$ cat src/rtl/pasv_pkg.sv
// pasv_pkg: character codes, match stages and result word layout for the
// passive-reply port parser. No dependencies.
`default_nettype none

package pasv_pkg;

	// Character codes
	localparam logic [7:0] CHR_OPEN  = 8'h28; // '('
	localparam logic [7:0] CHR_CLOSE = 8'h29; // ')'
	localparam logic [7:0] CHR_COMMA = 8'h2C; // ','
	localparam logic [7:0] CHR_ZERO  = 8'h30; // '0'
	localparam logic [7:0] CHR_NINE  = 8'h39; // '9'

	// Match stages: searching, then reading numbers one to six
	localparam int unsigned STAGE_W = 3;
	localparam logic [STAGE_W-1:0] STAGE_SEARCH = 3'd0;
	localparam logic [STAGE_W-1:0] STAGE_FIRST  = 3'd1;
	localparam logic [STAGE_W-1:0] STAGE_HIGH   = 3'd5;
	localparam logic [STAGE_W-1:0] STAGE_LOW    = 3'd6;

	// Fifth number must stay below 2^23, sixth below 2^31
	localparam int unsigned HIGH_W = 23;
	localparam int unsigned LOW_W  = 31;

	localparam int unsigned PORT_W  = 16;
	localparam int unsigned OUT_W   = 24;

	// Result word, lowest bit first: found, port_number, number_too_large
	typedef struct packed {
		logic [OUT_W-PORT_W-3:0] pad;
		logic                    number_too_large;
		logic [PORT_W-1:0]       port_number;
		logic                    found;
	} result_t;

endpackage

`default_nettype wire

$ cat src/rtl/pasv_reply_port_parser.sv
// pasv_reply_port_parser: scans a reply line for "(n,n,n,n,n,n)" and reports
// the port. Depends on pasv_pkg.
//
// Usage:
//   Slave channel (s_*): one character per word, s_tlast marks the line end.
//   Master channel (m_*): one result word per line, sent for the word that
//   carried s_tlast: found, port (low 16 bits of fifth*256+sixth) and an
//   overflow flag for a fifth number of 2^23 or more or a sixth of 2^31 or more.
//   Throughput: one character per cycle while no line end waits on a stalled result.
//   Path: a character is registered in the input register on accept and
//   scanned from there; the result word for the last character is written
//   from the scan logic into the result register.
//   The scan state updates from each registered character as it advances, so
//   consecutive lines follow each other with no gap.
//   Stall: the result register holds a word until m_tready; a further line
//   end then waits in the input register, and s_tready drops only while that
//   register holds a line end that cannot move on.
//   Reset: arst_n clears the scan state, both valid flags and the result.
//   After each result the scan state returns to its reset value.
`default_nettype none

module pasv_reply_port_parser (
	input  wire logic        clk,
	input  wire logic        arst_n,
	input  wire logic        s_tvalid,
	output logic             s_tready,
	input  wire logic [7:0]  s_tdata,   // [7:0] byte_value
	input  wire logic        s_tlast,   // last_byte
	output logic             m_tvalid,
	input  wire logic        m_tready,
	output logic [23:0]      m_tdata    // [0] found, [16:1] port_number,
	                                    // [17] number_too_large, [23:18] zero
);

	localparam int unsigned SW = pasv_pkg::STAGE_W;
	localparam int unsigned HW = pasv_pkg::HIGH_W;
	localparam int unsigned LW = pasv_pkg::LOW_W;
	localparam int unsigned PW = pasv_pkg::PORT_W;

	// Input register
	logic       valid_s1;
	logic [7:0] byte_s1;
	logic       last_s1;
	logic       advance;

	// Scan state
	logic [SW-1:0] stage_q, stage_d;
	logic          digit_q, digit_d;
	logic [HW-1:0] high_q, high_d;
	logic          high_ovf_q, high_ovf_d;
	logic [LW-1:0] low_q, low_d;
	logic          low_ovf_q, low_ovf_d;
	logic          matched_q, matched_d;
	logic [PW-1:0] port_q, port_d;
	logic          err_q, err_d;

	// Result register
	logic              out_valid_q;
	pasv_pkg::result_t out_q;

	logic          is_digit, is_open;
	logic [3:0]    digit_val;
	logic [HW+3:0] high_mul;
	logic [LW+3:0] low_mul;
	logic          load_out;

	assign advance  = valid_s1 && (!last_s1 || !out_valid_q || m_tready);
	assign s_tready = !valid_s1 || advance;
	assign load_out = advance && last_s1;

	// Input register
	always_ff @(posedge clk or negedge arst_n) begin
		if (!arst_n) begin
			valid_s1 <= 1'b0;
		end else if (s_tready) begin
			valid_s1 <= s_tvalid;
		end
	end

	always_ff @(posedge clk) begin
		if (s_tready && s_tvalid) begin
			byte_s1 <= s_tdata;
			last_s1 <= s_tlast;
		end
	end

	// Character classes and decimal accumulate (x10 as shift-add)
	assign is_digit  = (byte_s1 >= pasv_pkg::CHR_ZERO) && (byte_s1 <= pasv_pkg::CHR_NINE);
	assign is_open   = (byte_s1 == pasv_pkg::CHR_OPEN);
	assign digit_val = byte_s1[3:0];
	assign high_mul  = {1'b0, high_q, 3'b000} + {3'b000, high_q, 1'b0}
	                 + {(HW)'(0), digit_val};
	assign low_mul   = {1'b0, low_q, 3'b000} + {3'b000, low_q, 1'b0}
	                 + {(LW)'(0), digit_val};

	// Next scan state for the registered character
	always_comb begin
		stage_d    = stage_q;
		digit_d    = digit_q;
		high_d     = high_q;
		high_ovf_d = high_ovf_q;
		low_d      = low_q;
		low_ovf_d  = low_ovf_q;
		matched_d  = matched_q;
		port_d     = port_q;
		err_d      = err_q;
		if (!matched_q) begin
			if (stage_q == pasv_pkg::STAGE_SEARCH || stage_q > pasv_pkg::STAGE_LOW) begin
				stage_d    = is_open ? pasv_pkg::STAGE_FIRST : pasv_pkg::STAGE_SEARCH;
				digit_d    = 1'b0;
				high_d     = '0;
				high_ovf_d = 1'b0;
				low_d      = '0;
				low_ovf_d  = 1'b0;
			end else if (is_digit) begin
				digit_d = 1'b1;
				if (stage_q == pasv_pkg::STAGE_HIGH) begin
					high_d     = high_mul[HW-1:0];
					high_ovf_d = high_ovf_q || (high_mul[HW+3:HW] != 4'd0);
				end else if (stage_q == pasv_pkg::STAGE_LOW) begin
					low_d     = low_mul[LW-1:0];
					low_ovf_d = low_ovf_q || (low_mul[LW+3:LW] != 4'd0);
				end
			end else if (byte_s1 == pasv_pkg::CHR_COMMA && digit_q
			             && stage_q < pasv_pkg::STAGE_LOW) begin
				stage_d = stage_q + SW'(1);
				digit_d = 1'b0;
			end else if (byte_s1 == pasv_pkg::CHR_CLOSE && digit_q
			             && stage_q == pasv_pkg::STAGE_LOW) begin
				// complete match: hold the port, restart search state
				matched_d  = 1'b1;
				err_d      = high_ovf_q || low_ovf_q;
				port_d     = (high_ovf_q || low_ovf_q) ? '0
				           : ({high_q[7:0], 8'h00} + low_q[PW-1:0]);
				stage_d    = pasv_pkg::STAGE_SEARCH;
				digit_d    = 1'b0;
				high_d     = '0;
				high_ovf_d = 1'b0;
				low_d      = '0;
				low_ovf_d  = 1'b0;
			end else begin
				stage_d    = is_open ? pasv_pkg::STAGE_FIRST : pasv_pkg::STAGE_SEARCH;
				digit_d    = 1'b0;
				high_d     = '0;
				high_ovf_d = 1'b0;
				low_d      = '0;
				low_ovf_d  = 1'b0;
			end
		end
	end

	// Scan state registers, cleared at line end
	always_ff @(posedge clk or negedge arst_n) begin
		if (!arst_n) begin
			stage_q    <= pasv_pkg::STAGE_SEARCH;
			digit_q    <= 1'b0;
			high_q     <= '0;
			high_ovf_q <= 1'b0;
			low_q      <= '0;
			low_ovf_q  <= 1'b0;
			matched_q  <= 1'b0;
			port_q     <= '0;
			err_q      <= 1'b0;
		end else if (advance) begin
			if (last_s1) begin
				stage_q    <= pasv_pkg::STAGE_SEARCH;
				digit_q    <= 1'b0;
				high_q     <= '0;
				high_ovf_q <= 1'b0;
				low_q      <= '0;
				low_ovf_q  <= 1'b0;
				matched_q  <= 1'b0;
				port_q     <= '0;
				err_q      <= 1'b0;
			end else begin
				stage_q    <= stage_d;
				digit_q    <= digit_d;
				high_q     <= high_d;
				high_ovf_q <= high_ovf_d;
				low_q      <= low_d;
				low_ovf_q  <= low_ovf_d;
				matched_q  <= matched_d;
				port_q     <= port_d;
				err_q      <= err_d;
			end
		end
	end

	// Result register
	always_ff @(posedge clk or negedge arst_n) begin
		if (!arst_n) begin
			out_valid_q <= 1'b0;
			out_q       <= '0;
		end else if (load_out) begin
			out_valid_q            <= 1'b1;
			out_q.pad              <= '0;
			out_q.found            <= matched_d;
			out_q.port_number      <= matched_d ? port_d : '0;
			out_q.number_too_large <= matched_d && err_d;
		end else if (m_tready) begin
			out_valid_q <= 1'b0;
		end
	end

	assign m_tvalid = out_valid_q;
	assign m_tdata  = out_q;

`ifndef SYNTH
	a_stage_range: assert property (@(posedge clk) disable iff (!arst_n)
		stage_q <= pasv_pkg::STAGE_LOW)
		else $error("match stage out of range");

	a_digit_in_number: assert property (@(posedge clk) disable iff (!arst_n)
		digit_q |-> (stage_q != pasv_pkg::STAGE_SEARCH))
		else $error("digit flag set while searching");

	a_clear_after_line: assert property (@(posedge clk) disable iff (!arst_n)
		load_out |=> (stage_q == pasv_pkg::STAGE_SEARCH) && !matched_q && !digit_q)
		else $error("scan state not cleared after line end");

	a_not_found_zero: assert property (@(posedge clk) disable iff (!arst_n)
		(out_valid_q && !out_q.found) |-> (out_q.port_number == '0)
		&& !out_q.number_too_large)
		else $error("result fields set without a match");

	a_error_zero_port: assert property (@(posedge clk) disable iff (!arst_n)
		(out_valid_q && out_q.number_too_large) |-> (out_q.port_number == '0))
		else $error("port given with overflow flag");

	a_no_drop: assert property (@(posedge clk) disable iff (!arst_n)
		(out_valid_q && !m_tready) |=> out_valid_q)
		else $error("result word dropped while stalled");
`endif

endmodule

`default_nettype wire
$ cat config.mk
export PLATFORM = sky130hd
export DESIGN_NAME = pasv_reply_port_parser
export DESIGN_NICKNAME = d
export VERILOG_FILES = /design/src/rtl/pasv_pkg.sv /design/src/rtl/pasv_reply_port_parser.sv
export SDC_FILE = /design/constraint.sdc
export NUM_CORES = 1
export LEC_CHECK = 0
export BUFFER_PORTS_ARGS = -buffer_cell sky130_fd_sc_hd__buf_2
export CAP_MARGIN = 40
export CORE_MARGIN = 3
export CORE_UTILIZATION = 58
export CTS_BUF_LIST = sky130_fd_sc_hd__clkbuf_2 sky130_fd_sc_hd__clkbuf_4 sky130_fd_sc_hd__clkbuf_8
export DETAILED_ROUTE_END_ITERATION = 12
export PLACE_DENSITY = 0.77
export SLEW_MARGIN = 20
export SYNTH_ARGS = -nofsm -noshare
export SYNTH_HDL_FRONTEND = slang
export SYNTH_SLANG_ARGS = --single-unit
$ cat constraint.sdc
create_clock -name clk -period 3.21 [get_ports clk]
set_clock_uncertainty 0.15 [all_clocks]
set_input_delay 0 -clock clk [delete_from_list [all_inputs] [get_ports clk]]
set_output_delay 0 -clock clk [all_outputs]
set_load 0.01 [all_outputs]
======== Yosys cells after proc, flatten, opt, wreduce, memory -nomap -nowiden ========
Index checks and enable logic that the tools add are counted.
storage, ports and cells
  register bits after elaboration ......... 107
  logic and storage cells ................. 122
cells by class
  add/subtract/negate cells ............... 6
  order comparisons ....................... 4
  eq/ne operators ......................... 11
  multiplexer cells ....................... 58
  reductions and logical operators ........ 27
operators with widths
  cell                                                                                 count
  31-bit two-way mux                                                                   7
  23-bit two-way mux                                                                   6
  16-bit two-way mux                                                                   8
  34-bit by 32-bit adder with 35-bit output                                            1
  35-bit by 4-bit adder with 35-bit output                                             1
  1-bit two-way mux                                                                    32
  26-bit by 24-bit adder with 27-bit output                                            1
  27-bit by 4-bit adder with 27-bit output                                             1
  8-bit by 6-bit equality test with 1-bit output, second input constant                3
  16-bit adder                                                                         1
  3-bit two-way mux                                                                    5
  1-bit logical AND                                                                    9
  8-bit by 6-bit greater-or-equal comparator with 1-bit output, second input constant  1
  8-bit by 6-bit less-or-equal comparator with 1-bit output, second input constant     1
  4-bit by 2-bit inequality test with 1-bit output, second input constant              2
  4-bit inequality test, second input constant                                         2
  4-bit nonzero test                                                                   2
  1-bit logical OR                                                                     7
  3-bit equality test, second input constant                                           2
  5-bit AND reduction                                                                  1
  4-bit AND reduction                                                                  1
  3-bit by 1-bit adder with 3-bit output, second input constant                        1
  3-bit > comparator, second input constant                                            1
  1-bit zero test                                                                      3
  other kinds (7)                                                                      7

======== Depth between registers and ports, before layout ========
Gate-level depths: netlist of the first run.
  depth after elaboration ................. 10
  depth in mapped cells ................... 13
  mapped depth without buffers ............ 13

======== Least setup slack after synthesis of the first run ========
Ideal clock, no wire load.
  path kind ............................... reg2reg
  start point ............................. register byte_s1[3]
  end point ............................... register low_ovf_q
  arrival time ............................ 3.034 ns
  setup slack ............................. -0.104 ns
  stages on the path, launching flop included .. 14
  buffers on the path ..................... 0
  cells stage by stage .................... edfxtp_1 inv_1 fa_1 inv_1 ha_1 a21o_1 a221oi_2 a21o_2 nand3_2 nor3b_1 a21oi_1 o21ai_1 mux2_1 o41a_1
on the way
  word-level cells in the longest chain between the ends .. 9
ends and longest elaborated chain
  item                                      line                           RTL
  start: declaration                        pasv_reply_port_parser.sv:42   logic [7:0] byte_s1;
  start signal: assignment                  pasv_reply_port_parser.sv:82   byte_s1 <= s_tdata;
  35-bit by 4-bit adder with 35-bit output  pasv_reply_port_parser.sv:94   + {(LW)'(0), digit_val};
  4-bit nonzero test                        pasv_reply_port_parser.sv:122  low_ovf_d = low_ovf_q || (low_mul[LW+3:LW] != 4'd0);
  1-bit logical OR                          pasv_reply_port_parser.sv:122
  1-bit two-way mux                         pasv_reply_port_parser.sv:120  end else if (stage_q == pasv_pkg::STAGE_LOW) begin
  1-bit two-way mux                         pasv_reply_port_parser.sv:117  if (stage_q == pasv_pkg::STAGE_HIGH) begin
  1-bit two-way mux                         pasv_reply_port_parser.sv:115  end else if (is_digit) begin
  1-bit two-way mux                         pasv_reply_port_parser.sv:108  if (stage_q == pasv_pkg::STAGE_SEARCH || stage_q > pasv_pkg::STAGE_LOW) begin
  1-bit two-way mux                         pasv_reply_port_parser.sv:107  if (!matched_q) begin
  1-bit two-way mux                         pasv_reply_port_parser.sv:165  if (last_s1) begin
  end signal: assignment                    pasv_reply_port_parser.sv:181  low_ovf_q <= low_ovf_d;
  end: declaration                          pasv_reply_port_parser.sv:52   logic low_ovf_q, low_ovf_d;
Parallel ways exist; a longest one is shown, timed or not. The select of a mux whose other input is x is not followed.
A chain may end at the register's enable or synchronous reset.

======== Worst setup path after layout of the first run ========
  start point ............................. register high_q[2]
  end point ............................... register high_ovf_q
on the way
  word-level cells in the longest chain between the ends .. 9
ends and longest elaborated chain
  item                                       line                           RTL
  start: declaration                         pasv_reply_port_parser.sv:49   logic [HW-1:0] high_q, high_d;
  start signal: assignment                   pasv_reply_port_parser.sv:178  high_q <= high_d;
  26-bit by 24-bit adder with 27-bit output  pasv_reply_port_parser.sv:91   assign high_mul = {1'b0, high_q, 3'b000} + {3'b000, high_q, 1'b0}
  27-bit by 4-bit adder with 27-bit output   pasv_reply_port_parser.sv:92   + {(HW)'(0), digit_val};
  4-bit nonzero test                         pasv_reply_port_parser.sv:119  high_ovf_d = high_ovf_q || (high_mul[HW+3:HW] != 4'd0);
  1-bit logical OR                           pasv_reply_port_parser.sv:119
  1-bit two-way mux                          pasv_reply_port_parser.sv:117
  1-bit two-way mux                          pasv_reply_port_parser.sv:115
  1-bit two-way mux                          pasv_reply_port_parser.sv:108
  1-bit two-way mux                          pasv_reply_port_parser.sv:107
  1-bit two-way mux                          pasv_reply_port_parser.sv:165
  end signal: assignment                     pasv_reply_port_parser.sv:179  high_ovf_q <= high_ovf_d;
  end: declaration                           pasv_reply_port_parser.sv:50   logic high_ovf_q, high_ovf_d;
No other way between the ends. The select of a mux whose other input is x is not followed.

==> impl_metrics.toml, run 1 <==
[outcome]
status = "finished with violations"
violations = "setup timing"

[critical_path]
crit_path_start_kind = "register"
worst_r2r_endpoint = "high_ovf_q$_DFFE_PN0P_"
reg2regPathDepth = 14
worst_ep_required_time_ns = 3.36
cp_max_fo = 4
r2r_start = "high_q[2]$_DFFE_PN0P_"
critPathKind = "reg -> reg"
worstSetupEndpointType = "register"
reg2reg_slack_ns = -0.17
crit_end = "high_ovf_q$_DFFE_PN0P_"
critical_path_arrival_ns = 3.54
crit_start = "high_q[2]$_DFFE_PN0P_"

[final_layout]
stdcell_area_sq_mm = 0.00950
n_antenna_cell = 0
final_nets = 1083
drive_gt1_frac = 0.210
syn_to_final_growth_pct = 18.7

[global_routing]
grt_util_all_layers = 0.272
grt_pass1_wl_microns = 33400
use_met1 = 0.328
grt_use_met2 = 0.479
first_global_vias = 7157
grt_max_degree = 58
gr-total-overflow = 0
top_usage_layer = "met2"
met3_usage = 0.0503
antenna_found_initial = 0

[clocking]
clock_sinks = 107
cts_buffers = 9
cts_buffer_depth = 2
cts_tree = "built"
cts_root_buf = "clkbuf_8"
clk_latency_ns = 0.41
clk_pin_slew_ns = 0.12
htree_levels = 3

[synthesis]
synth_cell_types = 75
ys.flop_type = "dfrtp_1"
ys_async_sr_fraction = 0.916
synth.cell_area_sq_mm = 0.00801
yosysTopAreaCell = "dfrtp_1"
synth_edf_count = 9
syn-instance-count = 839
synth_area_leaders = "dfrtp_1 (31%), ha_1 (18%), a22o_1 (5.9%)"
avgSynthCellArea_sq_um = 9.54
synth-seq-cells = 107
yosysTopAreaCellShare = 0.306
synth_warnings = 0
ys_seq_area_frac = 0.340
synthTopCellsByCount = "ha_1 (117), dfrtp_1 (98), nand2_1 (79)"
synth.most_common_cell = "ha_1"

[sta]
rsz0062_at_grt = "true"
maxSlewHeadroom = 0.495
tns_ns = -0.284
layout_min_cycle_time_ns = 3.38
setup_viol = 3
timing.final.ws_setup_ns = -0.175
fmax_mhz = 295
whs_ns = 0.150
worst_slew_pin_slew_ns = 0.755
finalHoldViolCount = 0
slew_violations = 0
period_share = 1.05

[power]
pwr-share-seq = 0.556
pwr-share-comb = 0.062
vdd_drop_max_v = 0.000210
clockPowerShare = 0.382
power.leakage_nw = 4.81
sw_frac_of_total = 0.271
intPower_mw = 1.82
p_per_area_mw_per_mm2 = 263
p_switching_mw = 0.677

[floorplan]
num_rows = 42
dieArea_sq_mm = 0.0153
start_util = 0.600
placeableCoreArea_sq_mm = 0.0133
die_h_microns = 124
ios = 39
die_width_microns = 124

[drt]
vias_per_cell = 6.32
post_drt_wl_per_cell_microns = 18.6
final_antenna_net_count = 0
firstDrtPassIters = 5
wirelength_microns = 21000
num_vias = 7134
remaining_drc_errors = 0
drt-initial-drc-count = 549

[placement]
hpwl_microns = 15000
gp_congestion = 0.899
portBuffers = 32
dpl_worst_slack_ns = -0.225
dpl_cell_area_sq_mm = 0.00874

[hold_path]
hold_path_class = "in -> reg"

[job]
drv_cap = 0
==> layer usage <==
layer | up-vias | routed length, microns
li1 | 3323 | -
met1 | 3483 | 8700
met2 | 264 | 10500
met3 | 64 | 1120
met4 | 0 | 693
met5 | - | 0
==> layout by cell type (no fill, tap or decap), types with 6 or more instances in the layout <==
master         synthesis  layout
ha_1                 117     108
dfrtp_1               98      98
nand2_1               79      79
buf_4                  7      75
a22o_1                54      54
o21ai_0               65      53
a21oi_1               61      50
nor2_1                37      36
buf_2                  9      32
xor2_1                27      27
a21o_1                24      24
inv_1                 28      22
xnor2_1               22      21
nand3_1               15      15
o21ai_1                8      13
dlygate4sd3_1          0      13
o21a_1                10      10
nor3_1                10       9
edfxtp_1               9       9
clkbuf_8               0       9
inv_2                  2       8
nor2b_1                9       8
o21ai_2                1       8
a21oi_2                0       8
nand4_1                8       8
and3_1                 7       7
nand2b_1               8       7
o31ai_1                8       7
o211ai_1               6       6
o21bai_1               7       6
a31oi_1                7       6
conb_1                 1       6
==> sequential cells by signal, summed over array words and instances (netlist names) <==
signal / count
matched_q: 1
err_q: 1
port_q: 16
m_tdata: 18
last_s1: 1
low_q: 31
stage_q: 3
digit_q: 1
byte_s1: 8
valid_s1: 1
high_q: 23
low_ovf_q: 1
high_ovf_q: 1
m_tvalid: 1
==> power groups by stage <==
stage	registers (mW)	logic, mW	clock network [mW]
final	1.39	0.155	0.955
after global routing	1.39	0.170	1.03
after CTS	1.39	0.151	0.965
after detailed placement	1.42	0.136	0
after global placement	1.42	0.122	0
after floorplan	1.41	0.0672	0
==> stage by stage <==
stage                     power [mW]   util  std cells
after detailed placement        1.55  0.655       1078
after CTS                       2.51  0.693       1120
after floorplan                 1.48      -        844
after global placement          1.54  0.652       1076
final                           2.50  0.712       1129
after global routing            2.59  0.712       1129
==> cell families (layout without fill, tap and decap cells) <==
logic type / count (synthesis) / count (layout) / share of synthesized area
DFF: 107 / 107 / 0.340
adders and majority gates: 122 / 122 / 0.195
AOI/OAI and AO/OA: 285 / 285 / 0.240
buffers and inverters: 65 / 174 / 0.0366
muxes: 2 / 2 / 0.00266
other: 1 / 6 / 0.000468
xor gates and xnor gates: 49 / 49 / 0.0536
and+or+nand+nor: 208 / 208 / 0.131
==> cell type report <==
cell class	instances	area [sq um]
clock inverters	7	100
inverters	30	113
clock buffers	9	124
well taps	176	220
repair buffers	128	972
multi-input cells	672	5250
fillers	949	3840
flip-flops and latches	107	2720
==> how the worst min path moves through the flow <==
| stage | slack (ns) | endpoint | depth (start not counted) | start |
|---|---|---|---|---|
| after global placement | 0.03 | byte_s1[4]$_DFFE_PP_ | 1 | s_tdata[4] |
| after CTS | 0.14 | byte_s1[4]$_DFFE_PP_ | 2 | s_tdata[4] |
| after floorplan | -0.45 | digit_q$_DFFE_PN0P_ | 0 | arst_n |
| after global routing | 0.15 | byte_s1[4]$_DFFE_PP_ | 2 | s_tdata[4] |
| after detailed placement | -0.23 | stage_q[0]$_DFFE_PN0P_ | 1 | arst_n |
| final | 0.15 | last_s1$_DFFE_PP_ | 2 | s_tlast |
==> what timing repair did <==
item,CTS,global route
gates resized for setup,15,53
setup buffers,13,11
setup endpoints to repair,13,20
pin swaps,18,40
endpoints found under the hold margin,97,0
hold buffers,14,0
==> critical path: stages (launching register included) <==
cell and delay (ns):
dfrtp_1 0.39, inv_2 0.06, fa_2 0.60, inv_2 0.05, ha_4 0.22, a211oi_4 0.29
o21ai_2 0.11, a21oi_2 0.19, o21ai_2 0.08, a31oi_2 0.26, buf_4 0.16, o31a_1 0.20
o22a_1 0.18, o31ai_1 0.08, a221oi_1 0.26
(Power assumes the default switching activity.)
==> inputs of run 2 (changes only) <==
Settings changed: ABC_AREA set to 1, CORE_UTILIZATION 58 to 59, PLACE_DENSITY 0.77 to 0.78, SETUP_SLACK_MARGIN set to 0.02.
==> run 2 against run 1 <==
Effect of this change:
- the run now ends clean
- highest routed layer unchanged
- routed wire length increased by 0.24%
- first-iteration DRC count down 12%
- utilization decreased by 4.8 points
- critical path depth increased by 2
- sequential share of layout area is 0.32 points higher
- hold slack got worse by 0.10 ns
- die area rose by 6.7%
==> impl_metrics.toml, run 2 <==
[power]
clockPowerShare = 0.368
pwr-share-comb = 0.064
p_switching_mw = 0.641
vdd_drop_max_v = 0.000377
intPower_mw = 1.80
power.leakage_nw = 5.10
pwr-share-seq = 0.569
p_per_area_mw_per_mm2 = 259
sw_frac_of_total = 0.263

[final_layout]
final_cell_mix = "nand2_1 (361), inv_1 (168), ha_1 (117)"
largest_reg_flops = 31
seq_area_sq_mm = 0.00272
multiInputGateArea_sq_mm = 0.00523
final_nets = 1384
drive_gt1_frac = 0.0718
n_antenna_cell = 0
fin_cells = 1434
n_fill_cell = 1277
syn_to_final_growth_pct = 7.76
largest-register = "low_q"
layout_commonest_cell = "nand2_1"

[synthesis]
ys_seq_area_frac = 0.312
yosysTopAreaCell = "dfrtp_1"
synth_area_leaders = "dfrtp_1 (28%), ha_1 (17%), nand2_1 (16%)"
avgSynthCellArea_sq_um = 7.26
syn-instance-count = 1201
synth_edf_count = 9
ys.flop_type = "dfrtp_1"
yosysTopAreaCellShare = 0.281
synth.most_common_cell = "nand2_1"
synth-seq-cells = 107
synth.cell_area_sq_mm = 0.00872
synth_cell_types = 44
synth_warnings = 0
ys_async_sr_fraction = 0.916
synthTopCellsByCount = "nand2_1 (361), inv_1 (169), ha_1 (117)"

[sta]
maxSlewHeadroom = 0.496
finalHoldViolCount = 0
rsz0062_at_grt = "false"
slew_violations = 0
worst_slew_pin_slew_ns = 0.756
setup_viol = 0
fmax_mhz = 344
tns_ns = 0
period_share = 0.907
layout_min_cycle_time_ns = 2.91

[placement]
gp_congestion = 0.965
dpl.cell_count = 1404
portBuffers = 32
hpwl_microns = 16300

[floorplan]
start_util = 0.616
dieArea_sq_mm = 0.0163
die_h_microns = 128
placeableCoreArea_sq_mm = 0.0141
num_rows = 43
ios = 39
die_width_microns = 128

[clocking]
clk_pin_slew_ns = 0.11
cts_buffers = 9
cts_buffer_depth = 2
cts_setup_buffers = 0
clock_sinks = 107
cts_tree = "built"
cts_root_buf = "clkbuf_8"
clk_latency_ns = 0.39
htree_levels = 3

[critical_path]
crit_path_cell_trace = "inv_2 > fa_1 > fa_1 > inv_1 > nand3_1 > nand3_1 > nand3_1 > nand2_1 > nand2_1 > nand2_1 > nand2_1 > nand2_1 > nor2_1 > nand2_1 > nand2_1 > a21oi_1"
cpMostUsedCell = "nand2_1"
critPathKind = "reg -> reg"
worst_ep_required_time_ns = 3.36
crit_path_start_kind = "register"
crit_buf_inv = 2
path_delay_family = "simple AND/OR/NAND/NOR gates"
cp_max_fo = 4
slowest_delay_ns = 0.48
slowest_stage = "fa_1"
critical_path_arrival_ns = 3.06
worstSetupEndpointType = "register"

[job]
drv_cap = 0

[drt]
wirelength_microns = 21100
remaining_drc_errors = 0
drt-initial-drc-count = 484
num_vias = 7829
post_drt_wl_per_cell_microns = 14.7
vias_per_cell = 5.46
final_antenna_net_count = 0
firstDrtPassIters = 5

[global_routing]
gr-total-overflow = 0
first_global_vias = 7862
grt_util_all_layers = 0.269
antenna_found_initial = 0
grt_pass1_wl_microns = 36100
grt_max_degree = 55

[hold_path]
hold_path_class = "in -> async"

[outcome]
status = "completed"
run 2: cell count changes after synthesis, moves of 8 or more:
cell	previous run	this run
a21o_1	24	1
a21oi_1	61	71
a22o_1	54	2
clkbuf_1	17	6
inv_1	28	169
nand2_1	79	361
nand2b_1	8	0
nand3_1	15	37
nor2_1	37	96
nor2b_1	9	0
o21a_1	10	1
o22ai_1	1	30
xor2_1	27	8
run 2: cell type report:
type,instances,area share
Inverter,172,0.0687
Sequential cell,107,0.290
Tap cell,180,0.0240
Clock buffer,10,0.0140
Multi-Input combinational cell,904,0.557
Clock inverter,6,0.00746
Timing Repair Buffer,55,0.0394
run 2: logic make-up (layout without fill, tap and decap cells):
kind of cell	Yosys count	after routing	share of synthesized area
AND/OR/NAND/NOR	531	531	0.245
other	1	6	0.000430
XOR/XNOR	26	26	0.0261
adder cells (fa/ha/maj)	122	122	0.179
flip-flops	107	107	0.312
buffers and inverters	195	243	0.0900
AO/OA/AOI/OAI	219	219	0.147
run 2: final timing paths:
check / startpoint / to / slack, ns / cells after the start
worst max-delay path: byte_s1[3]$_DFFE_PP_ / low_ovf_q$_DFFE_PN0P_ / 0.30 / 16
worst min-delay path: arst_n / high_q[15]$_DFFE_PN0P_ / 0.05 / 2
worst max register to register: byte_s1[3]$_DFFE_PP_ / low_ovf_q$_DFFE_PN0P_ / 0.30 / 16
worst min register to register: port_q[14]$_DFFE_PN0P_ / port_q[14]$_DFFE_PN0P_ / 0.33 / 2
max in group asynchronous: arst_n / high_q[5]$_DFFE_PN0P_ / 2.03 / 3
min in group clk: s_tdata[2] / byte_s1[2]$_DFFE_PP_ / 0.18 / 2
run 2: worst register-to-register path: stages, from the launching register on:
cell      delay [ns]
edfxtp_1        0.44
inv_2           0.13
fa_1            0.44
fa_1            0.48
inv_1           0.09
nand3_1         0.06
nand3_1         0.12
nand3_1         0.08
nand2_1         0.12
nand2_1         0.06
nand2_1         0.14
nand2_1         0.07
nand2_1         0.07
nor2_1          0.04
nand2_1         0.10
nand2_1         0.08
a21oi_1         0.15
run 2: timing repair:
action / in CTS / in global routing
endpoints found under the setup margin: 0 / 5
hold buffers: 14 / 0
hold endpoints to repair: 63 / 0
gates resized for setup: 0 / 2
run 2: power groups by stage:
stage / registers, mW / clock network, mW / logic (mW)
2_1_floorplan: 1.41 / 0 / 0.0887
3_5_place_dp: 1.41 / 0 / 0.141
6_report: 1.39 / 0.896 / 0.155
3_3_place_gp: 1.41 / 0 / 0.139
5_1_grt: 1.39 / 0.967 / 0.173
4_1_cts: 1.39 / 0.910 / 0.155
run 2: metrics by stage:
stage | util | worst slack, ns | hold WS, ns | power, mW | area (sq um)
after floorplan | - | 0.485 | -0.446 | 1.50 | 8740
after global placement | 0.640 | 0.310 | -0.0571 | 1.55 | 9060
after detailed placement | 0.640 | 0.185 | -0.0451 | 1.55 | 9060
after CTS | 0.664 | 0.187 | 0.0752 | 2.45 | 9400
after global routing | 0.664 | 0.0294 | 0.0844 | 2.53 | 9400
final | 0.664 | 0.300 | 0.0493 | 2.44 | 9400
run 2: per-layer routing:
| metal | global-route usage | routed length [microns] | vias to the layer above |
|---|---|---|---|
| met5 | 0 | 0 | - |
| met4 | 0.0886 | 515 | 0 |
| met3 | 0.0355 | 939 | 41 |
| met2 | 0.459 | 10000 | 205 |
| met1 | 0.355 | 9590 | 3587 |
| li1 | - | - | 3996 |
==> inputs of run 3 (changes only) <==
Settings changed: RECOVER_POWER set to 100.
==> run 3 against run 2 <==
Effect of this change:
- combinational power shrank 7%
- largest cell class unchanged
- sequential power is essentially flat
- final cell count is the same
- cell area shrank 1.2%
- via count grew 0.47%
- setup slack gained 0.012 ns
- utilization shrank 0.80 points
- routed wire length grew 0.27%
- global-route usage is the same
- maximum frequency grew 0.42%
- total power shrank 0.48%
==> impl_metrics.toml, run 3 (same netlist as run 2, synthesis figures left out) <==
[critical_path]
worst_ep_required_time_ns = 3.36
crit_path_start_kind = "register"
cpMostUsedCell = "nand2_1"
slowest_stage = "fa_1"
slowest_delay_ns = 0.48
r2r_start = "byte_s1[3]$_DFFE_PP_"
critPathKind = "reg -> reg"
cp_max_fo = 4
worst_r2r_endpoint = "low_ovf_q$_DFFE_PN0P_"
critical_path_arrival_ns = 3.05
reg2reg_slack_ns = 0.31
reg2regPathDepth = 16
worstSetupEndpointType = "register"
crit_path_cell_trace = "inv_2 > fa_1 > fa_1 > inv_1 > nand3_1 > nand3_1 > nand3_1 > nand2_1 > nand2_1 > nand2_1 > nand2_1 > nand2_1 > nor2_1 > nand2_1 > nand2_1 > a21oi_1"

[placement]
portBuffers = 32
gp_congestion = 0.965
hpwl_microns = 16300

[power]
vdd_drop_max_v = 0.000365
p_per_area_mw_per_mm2 = 261
power.leakage_nw = 5.00

[drt]
num_vias = 7866
post_drt_wl_per_cell_microns = 14.8
final_antenna_net_count = 0
vias_per_cell = 5.49
wirelength_microns = 21200
remaining_drc_errors = 0
drt-initial-drc-count = 483
firstDrtPassIters = 6

[sta]
finalHoldViolCount = 0
fmax_mhz = 345
maxSlewHeadroom = 0.0261
period_share = 0.903
slew_violations = 0
whs_ns = 0.173
setup_viol = 0
rsz0062_at_grt = "false"
tns_ns = 0
worst_slew_pin_slew_ns = 1.46
layout_min_cycle_time_ns = 2.90

[final_layout]
largest_reg_flops = 31
final_cell_mix = "nand2_1 (364), inv_1 (169), ha_1 (117)"
final_nets = 1384
layout_commonest_cell = "nand2_1"
drive_gt1_frac = 0.0423
largest-register = "low_q"
n_antenna_cell = 0
syn_to_final_growth_pct = 6.46

[floorplan]
die_width_microns = 128
ios = 39
start_util = 0.616
die_h_microns = 128
dieArea_sq_mm = 0.0163
num_rows = 43
placeableCoreArea_sq_mm = 0.0141

[global_routing]
gr-total-overflow = 0
antenna_found_initial = 0
first_global_vias = 7862
grt_util_all_layers = 0.269
grt_pass1_wl_microns = 36100
grt_max_degree = 55

[clocking]
htree_levels = 3
cts_buffer_depth = 2
clock_sinks = 107
cts_root_buf = "clkbuf_8"
clk_latency_ns = 0.39
cts_tree = "built"
cts_buffers = 9
clk_pin_slew_ns = 0.10

[job]
drv_cap = 0

[hold_path]
hold_path_class = "in -> reg"
whs_endpoint = "byte_s1[2]$_DFFE_PP_"
hold_depth = 2
worstHoldStart = "s_tdata[2]"

[outcome]
status = "completed"
[run 3: worst max path at each step]
| stage | from | end | slack [ns] | cells past startpoint |
|---|---|---|---|---|
| final | byte_s1[3]$_DFFE_PP_ | low_ovf_q$_DFFE_PN0P_ | 0.31 | 16 |
| after global placement | byte_s1[3]$_DFFE_PP_ | high_q[22]$_DFFE_PN0P_ | 0.31 | 13 |
| after floorplan | byte_s1[3]$_DFFE_PP_ | high_q[22]$_DFFE_PN0P_ | 0.48 | 13 |
| after global routing | byte_s1[3]$_DFFE_PP_ | low_ovf_q$_DFFE_PN0P_ | 0.03 | 16 |
| after CTS | byte_s1[3]$_DFFE_PP_ | high_q[22]$_DFFE_PN0P_ | 0.19 | 13 |
| after detailed placement | byte_s1[3]$_DFFE_PP_ | high_q[22]$_DFFE_PN0P_ | 0.19 | 13 |
[run 3: area by class of cell]
cell class,instances,area (sq um)
fillers,1300,4870
inverters,172,646
multi-input cells,904,5160
repair buffers,55,328
clock buffers,10,131
flip-flops and latches,107,2720
clock inverters,6,70.1
well taps,180,225
[run 3: metrics by stage]
step	setup WS, ns	power, mW	std cells	cell area (sq um)	util
global placement	0.310	1.55	1404	9060	0.640
CTS	0.187	2.45	1434	9400	0.664
finish	0.312	2.43	1434	9280	0.656
floorplan	0.485	1.50	1206	8740	-
detailed placement	0.185	1.55	1404	9060	0.640
global route	0.0294	2.52	1434	9280	0.656
[run 3: where the power goes]
group | leakage (nW) | internal, mW | switching (mW)
combinational | 3.44 | 0.0355 | 0.108
sequential | 1.45 | 1.38 | 0.00987
clock | 0.105 | 0.380 | 0.518
[run 3: routing by layer]
| metal | vias to the layer above | wire, microns | GRT usage |
|---|---|---|---|
| li1 | 3998 | - | - |
| met4 | 0 | 533 | 0.0886 |
| met5 | - | 0 | 0 |
| met2 | 201 | 10000 | 0.459 |
| met3 | 42 | 913 | 0.0355 |
| met1 | 3625 | 9690 | 0.355 |
[run 3: worst max-delay path: cells and delay by family, from the launching register on]
kind	cells	cell delay, ns
adder cells (fa/ha/maj)	2	0.92
AND/OR/NAND/NOR	11	0.93
AO/OA/AOI/OAI	1	0.15
buffers and inverters	2	0.22
flip-flops	1	0.43
[run 3: repair_timing]
| item | 4_1_cts | 5_1_grt |
|---|---|---|
| hold buffers | 14 | 0 |
| endpoints found under the hold margin | 63 | 0 |
| setup buffers | 0 | 0 |
| gates resized for setup | 0 | 2 |
| endpoints found under the setup margin | 0 | 5 |
